**src/sv/bmm_pkg.sv**
```systemverilog
// Shared types, constants and helpers for the banked memory map bus.
`timescale 1ns / 1ps
`default_nettype none
package bmm_pkg;

  localparam int RomBanksDef  = 128;
  localparam int WramBytesDef = 8192;
  localparam int VramBytes    = 8192;
  localparam int OamBytes     = 160;
  localparam int IoBytes      = 128;
  localparam int HramBytes    = 128;

  localparam int VramAw = $clog2(VramBytes);
  localparam int OamAw  = $clog2(OamBytes);
  localparam int IoAw   = $clog2(IoBytes);
  localparam int HramAw = $clog2(HramBytes);
  localparam int ClrAw  = VramAw;

  localparam int BankW  = 7;
  localparam int FetchW = 21;

  localparam logic [IoAw-1:0] BootCtrlIdx = 7'h50;

  typedef enum logic [1:0] {
    OpRdByte = 2'd0,
    OpRdHalf = 2'd1,
    OpWrByte = 2'd2,
    OpWrHalf = 2'd3
  } op_e;

  typedef enum logic [2:0] {
    SrcNone,
    SrcRom,
    SrcVram,
    SrcWram,
    SrcOam,
    SrcIo,
    SrcHram
  } src_e;

  typedef enum logic [2:0] {
    StClear,
    StIdle,
    StByte0,
    StByte1,
    StFinish
  } st_e;

  typedef struct packed {
    op_e         opcode;
    logic [15:0] address;
    logic [15:0] write_data;
  } in_t;

  typedef struct packed {
    logic [15:0]       read_data;
    logic              fetch_external;
    logic              fetch_source;
    logic [FetchW-1:0] fetch_address;
  } out_t;

  typedef struct packed {
    logic load;
    logic clear;
    logic access;
    logic hi;
    logic capture_lo;
    logic finish;
  } cmd_t;

  typedef struct packed {
    logic half;
    logic clr_last;
  } stat_t;

  localparam logic [15:0] IoPresent [8] = '{
    16'h80F7, 16'h7FDF, 16'h007F, 16'hFFFF, 16'h0FFF, 16'h0001, 16'h0000, 16'h0000
  };

  function automatic logic io_present_f(input logic [IoAw-1:0] idx);
    logic [15:0] row;
    row = IoPresent[idx[6:4]];
    return row[idx[3:0]];
  endfunction

endpackage
`default_nettype wire

```
**src/sv/bmm_ctrl.sv**
```systemverilog
// Controller state machine sequencing the byte beats of one bus access.
`timescale 1ns / 1ps
`default_nettype none
module bmm_ctrl (
  input  wire            clk_i,
  input  wire            rst_ni,
  input  wire            start,
  output logic           busy,
  input  bmm_pkg::stat_t stat_i,
  output bmm_pkg::cmd_t  cmd_o
);
  import bmm_pkg::*;

  st_e state_q, state_d;

  always_ff @(posedge clk_i or negedge rst_ni) begin
    if (!rst_ni) begin
      state_q <= StClear;
    end else begin
      state_q <= state_d;
    end
  end

  always_comb begin
    state_d = state_q;
    case (state_q)
      StClear: begin
        if (stat_i.clr_last) state_d = StIdle;
      end
      StIdle: begin
        if (start) state_d = StByte0;
      end
      StByte0: begin
        state_d = stat_i.half ? StByte1 : StFinish;
      end
      StByte1: begin
        state_d = StFinish;
      end
      StFinish: begin
        state_d = StIdle;
      end
      default: begin
        state_d = StClear;
      end
    endcase
  end

  always_comb begin
    cmd_o = '0;
    busy  = 1'b1;
    case (state_q)
      StClear: begin
        cmd_o.clear = 1'b1;
      end
      StIdle: begin
        busy       = 1'b0;
        cmd_o.load = start;
      end
      StByte0: begin
        cmd_o.access = 1'b1;
      end
      StByte1: begin
        cmd_o.access     = 1'b1;
        cmd_o.hi         = 1'b1;
        cmd_o.capture_lo = 1'b1;
      end
      StFinish: begin
        cmd_o.finish = 1'b1;
      end
      default: begin
        cmd_o = '0;
      end
    endcase
  end

endmodule
`default_nettype wire

```
**config.mk**
```make
export PLATFORM = sky130hd
export DESIGN_NAME = bmm_ctrl
export DESIGN_NICKNAME = d
export VERILOG_FILES = /design/src/sv/bmm_pkg.sv /design/src/sv/bmm_ctrl.sv
export SDC_FILE = /design/constraint.sdc
export NUM_CORES = 1
export LEC_CHECK = 0
export BUFFER_PORTS_ARGS = -buffer_cell sky130_fd_sc_hd__buf_2
export CORE_AREA = 2 2 39 41
export DETAILED_ROUTE_END_ITERATION = 6
export DIE_AREA = 0 0 41 43
export SYNTH_ARGS = -nofsm -noshare
export SYNTH_HDL_FRONTEND = slang
export SYNTH_SLANG_ARGS = --single-unit
```
**constraint.sdc**
```tcl
create_clock -name clk_i -period 1.1 [get_ports clk_i]
set_clock_uncertainty 0.15 [all_clocks]
set_input_delay 0.055 -clock clk_i [delete_from_list [all_inputs] [get_ports clk_i]]
set_output_delay 0.055 -clock clk_i [all_outputs]
set_load 0.05 [all_outputs]
```
# [After elaboration in Yosys (flattened, before gate mapping)]
# Index checks and enable logic that the tools add are counted.
# W data, S select, Z words.
[word_totals] register_bits=3 latchBits=0 mem_bits_rw=0 rom_bits=0 in_bits=5 output_inout_bits=7 word_cells=20 n_memories=0
[classes] add_sub_neg=0 mul=0 n_div=0 magnitude_cmp=0 eq_ne=6 n_shift=0 muxes=10 bitwise_logic=0 reduce_logical=3
[op_table] cell="$pmux W3 S5" count=1
[op_table] cell="$mux W3" count=3
[op_table] cell="$eq A3 B2 Y1 const B" count=2
[op_table] cell="$mux W1" count=5
[op_table] cell="$ne A2 B2 Y1 const B" count=2
[op_table] cell="$eq A3 B1 Y1 const B" count=1
[op_table] cell="$eq A3 B3 Y1 const B" count=1
[op_table] cell="$logic_not A3 Y1" count=1
[op_table] cell="$mux W2" count=1
[op_table] cell="$reduce_and A2 Y1" count=1
[op_table] cell="$reduce_or A2 Y1" count=1

# [Longest topological paths before layout]
[logic_depth] depth_word=3 depth_mapped=3 depth_no_buf=3

# [Worst setup path after synthesis]
# No wires, ideal clock.
[synth_timing] path_type="reg2out" startpoint="register state_q[1]" endpoint="output cmd_o[2] (netlist bit)" arrival_time_ns=1.911 required_time_ns=0.895 slack_ns=-1.016 path_stages_with_launch=4 n_path_buf=1 cell_sequence="dfrtp_1 -> nor2b_1 -> and2_2 -> buf_4"
[synth_rtl] element="from (decl)" line_no="bmm_ctrl.sv:14" rtl="st_e state_q, state_d;"
[synth_rtl] element="from (signal assigned)" line_no="bmm_ctrl.sv:18" rtl="state_q <= StClear;"
[synth_rtl] element="from (signal assigned)" line_no="bmm_ctrl.sv:20" rtl="state_q <= state_d;"
[synth_rtl] element="to (decl)" line_no="bmm_ctrl.sv:10" rtl="output bmm_pkg::cmd_t cmd_o"

==> run_results.csv <==
group,metric,value,unit
yosys,yosysSeqAreaShare,0.4167,
sta,setup_viol,10,
global_route,gr-total-overflow,0,
yosys,synth_area_per_cell,9.483,sq um
yosys,ys.warnings.count,0,
cells_and_area,num-fill-cells,146,
yosys,syn_inst,19,
routing,postRouteAntennaNets,0,
global_route,antenna_found_initial,0,
clock_network,insertion_delay,0.23,ns
routing,wire_per_inst,9.857,um
cells_and_area,layout_common_cells,"buf_2 (5), buf_6 (5), buf_4 (4)",
place,gp_congestion,0.7439,
sta,slew_headroom,0.8373,
floorplanning,die_w,41,um
cells_and_area,fin_util,0.3083,
critical_path,crit_type,"register to primary output",
clock_network,cts_made_buffers,3,
place,dp_hpwl,414.3,um
yosys,ys_seq_elements,3,
sta,finalMaxSlewViolations,0,
cells_and_area,largest-register,"state_q",
critical_path,critPathLaunchType,"register",
cells_and_area,largest_reg_flops,3,
job,maxCapViolCount,0,
clock_network,clkTransAtPathRegs,0.04,ns
floorplanning,die_h,43,um
sta,setup_ws,-0.3841,ns
critical_path,crit_arrival,1.28,ns
cells_and_area,design_area,426.7,sq um
clock_network,cts_setup_buffers,0,
routing,vias,218,
critical_path,crit_required,0.89,ns
clock_network,root_buffer,"clkbuf_4",
place,numPortBuffers,11,
floorplanning,ios,12,
global_route,grt_max_degree,8,
critical_path,slowest_delay,0.41,ns
critical_path,r2r_slack,-0.19,ns
floorplanning,dieArea,1763,sq um
global_route,grt_pass1_vias,232,
floorplanning,start_util,0.1302,
cells_and_area,diodes,0,
clock_network,cts_buffer_depth,2,
clock_network,cts.sinks,3,
sta,hold_viol_final,1,
cells_and_area,ff_latch_area,77.57,sq um
routing,viasPerCell,3.893,
run_status,status,"finished, violations left",
yosys,synth.distinct_cells,16,
cells_and_area,area_growth,136.8,%
min_path,min_path_type,"input pin to register",
global_route,grt_first_pass_wirelength,938,um
routing,drt_iter0_drc,0,
floorplanning,core,1384,sq um
yosys,synth_nets,24,
critical_path,end_kind,"primary output",
run_status,violations,"negative hold slack, negative setup slack",
global_route,grt_use_total,0.08835,
critical_path,cp_cell_sequence,"or3_4 -> nor2_4 -> buf_6",
cells_and_area,drive_gt1_frac,0.7750,
sta,min_period,1.484,ns
cells_and_area,reg_top3,"state_q (3)",
sta,max_freq,0.6738,GHz
sta,fin_crit_sh,1.349,
clock_network,cts_tree,"done",
routing,routed_wl,552,um
floorplanning,rows,14,
sta,rsz0062_at_grt,"yes",
routing,first_pass_iters,1,
cells_and_area,multi_input_area,133.9,sq um
cells_and_area,final_nets,46,
sta,timing.hold.ws,-0.003944,ns
routing,drc,0,
sta,tightestPinTransition,0.2458,ns
critical_path,cp_slowest_cell,"or3_4",
critical_path,path_max_fanout,2,
place,placed_area,314.1,sq um
clock_network,cts_max_level,1,
yosys,netlist_area,180.2,sq um
-- worst paths after layout --
check,startpoint,endpoint,cells after the start
worst max-delay path,state_q[1]$_DFFE_PN0P_,cmd_o[5],3
worst min-delay path,start,state_q[0]$_DFFE_PN0P_,3
worst max register to register,state_q[1]$_DFFE_PN0P_,state_q[1]$_DFFE_PN0P_,3
worst min register to register,state_q[2]$_DFFE_PN0P_,state_q[1]$_DFFE_PN0P_,2
max in group asynchronous,rst_ni,state_q[1]$_DFFE_PN0P_,2
min in group asynchronous,rst_ni,state_q[2]$_DFFE_PN0P_,2
-- critical path, delay by kind of cell, from the launching register on --
kind / cells / cell delay (ns)
buf+inv: 1 / 0.16
flops: 1 / 0.39
simple gates: 2 / 0.50
-- metrics by stage --
stage	instances	TNS (ns)	setup WS (ns)
after CTS	56	-2.633	-0.3973
after global routing	56	-2.918	-0.4166
final	56	-2.583	-0.3841
after global placement	50	-1.165	-0.2173
after detailed placement	50	-1.241	-0.2236
after floorplan	19	-1.535	-0.3617
-- cells in the mapped netlist --
cell type	number	area, sq um
a21boi_0	1	7.510
a21oi_1	1	5.000
and2_2	1	7.510
buf_4	1	7.510
dfrtp_1	3	75.07
inv_1	1	3.750
inv_2	1	3.750
nand3b_1	1	7.510
nor2_1	2	7.510
nor2b_1	1	6.260
nor3_1	1	5.000
nor3b_1	1	7.510
o31a_2	1	10.01
o32ai_1	1	8.760
or3_1	1	6.260
or3_4	1	11.26
-- cell families after synthesis --
family	count (synthesis)	share of synthesized area
flops	3	0.4167
compound gates	4	0.1736
buf+inv	3	0.08331
simple gates	9	0.3265
-- final cells by class --
cell class              instances  share of cell area
clock buffers                   4             0.06158
inverters                       2             0.01760
multi-input cells              13              0.3138
flip-flops and latches          3              0.1818
well taps                      16             0.04692
repair buffers                 18              0.3783
-- timing repair --
| item | CTS | global route |
|---|---|---|
| pin swaps | 1 | 0 |
| hold endpoints to repair | 6 | 0 |
| setup endpoints to repair | 10 | 10 |
| gates resized for setup | 18 | 1 |
| hold buffers | 2 | 0 |
-- layer usage --
layer | vias up | wire [um] | track usage
met5 | - | 0 | 0
met4 | 0 | 17 | 0.1200
met3 | 2 | 23 | 0.03141
met2 | 10 | 267 | 0.1156
met1 | 96 | 242 | 0.08682
li1 | 110 | - | -
Power is left out: the tool's default activity adds up to more than one toggle a clock period on the data nets, which glitch-free logic cannot reach.
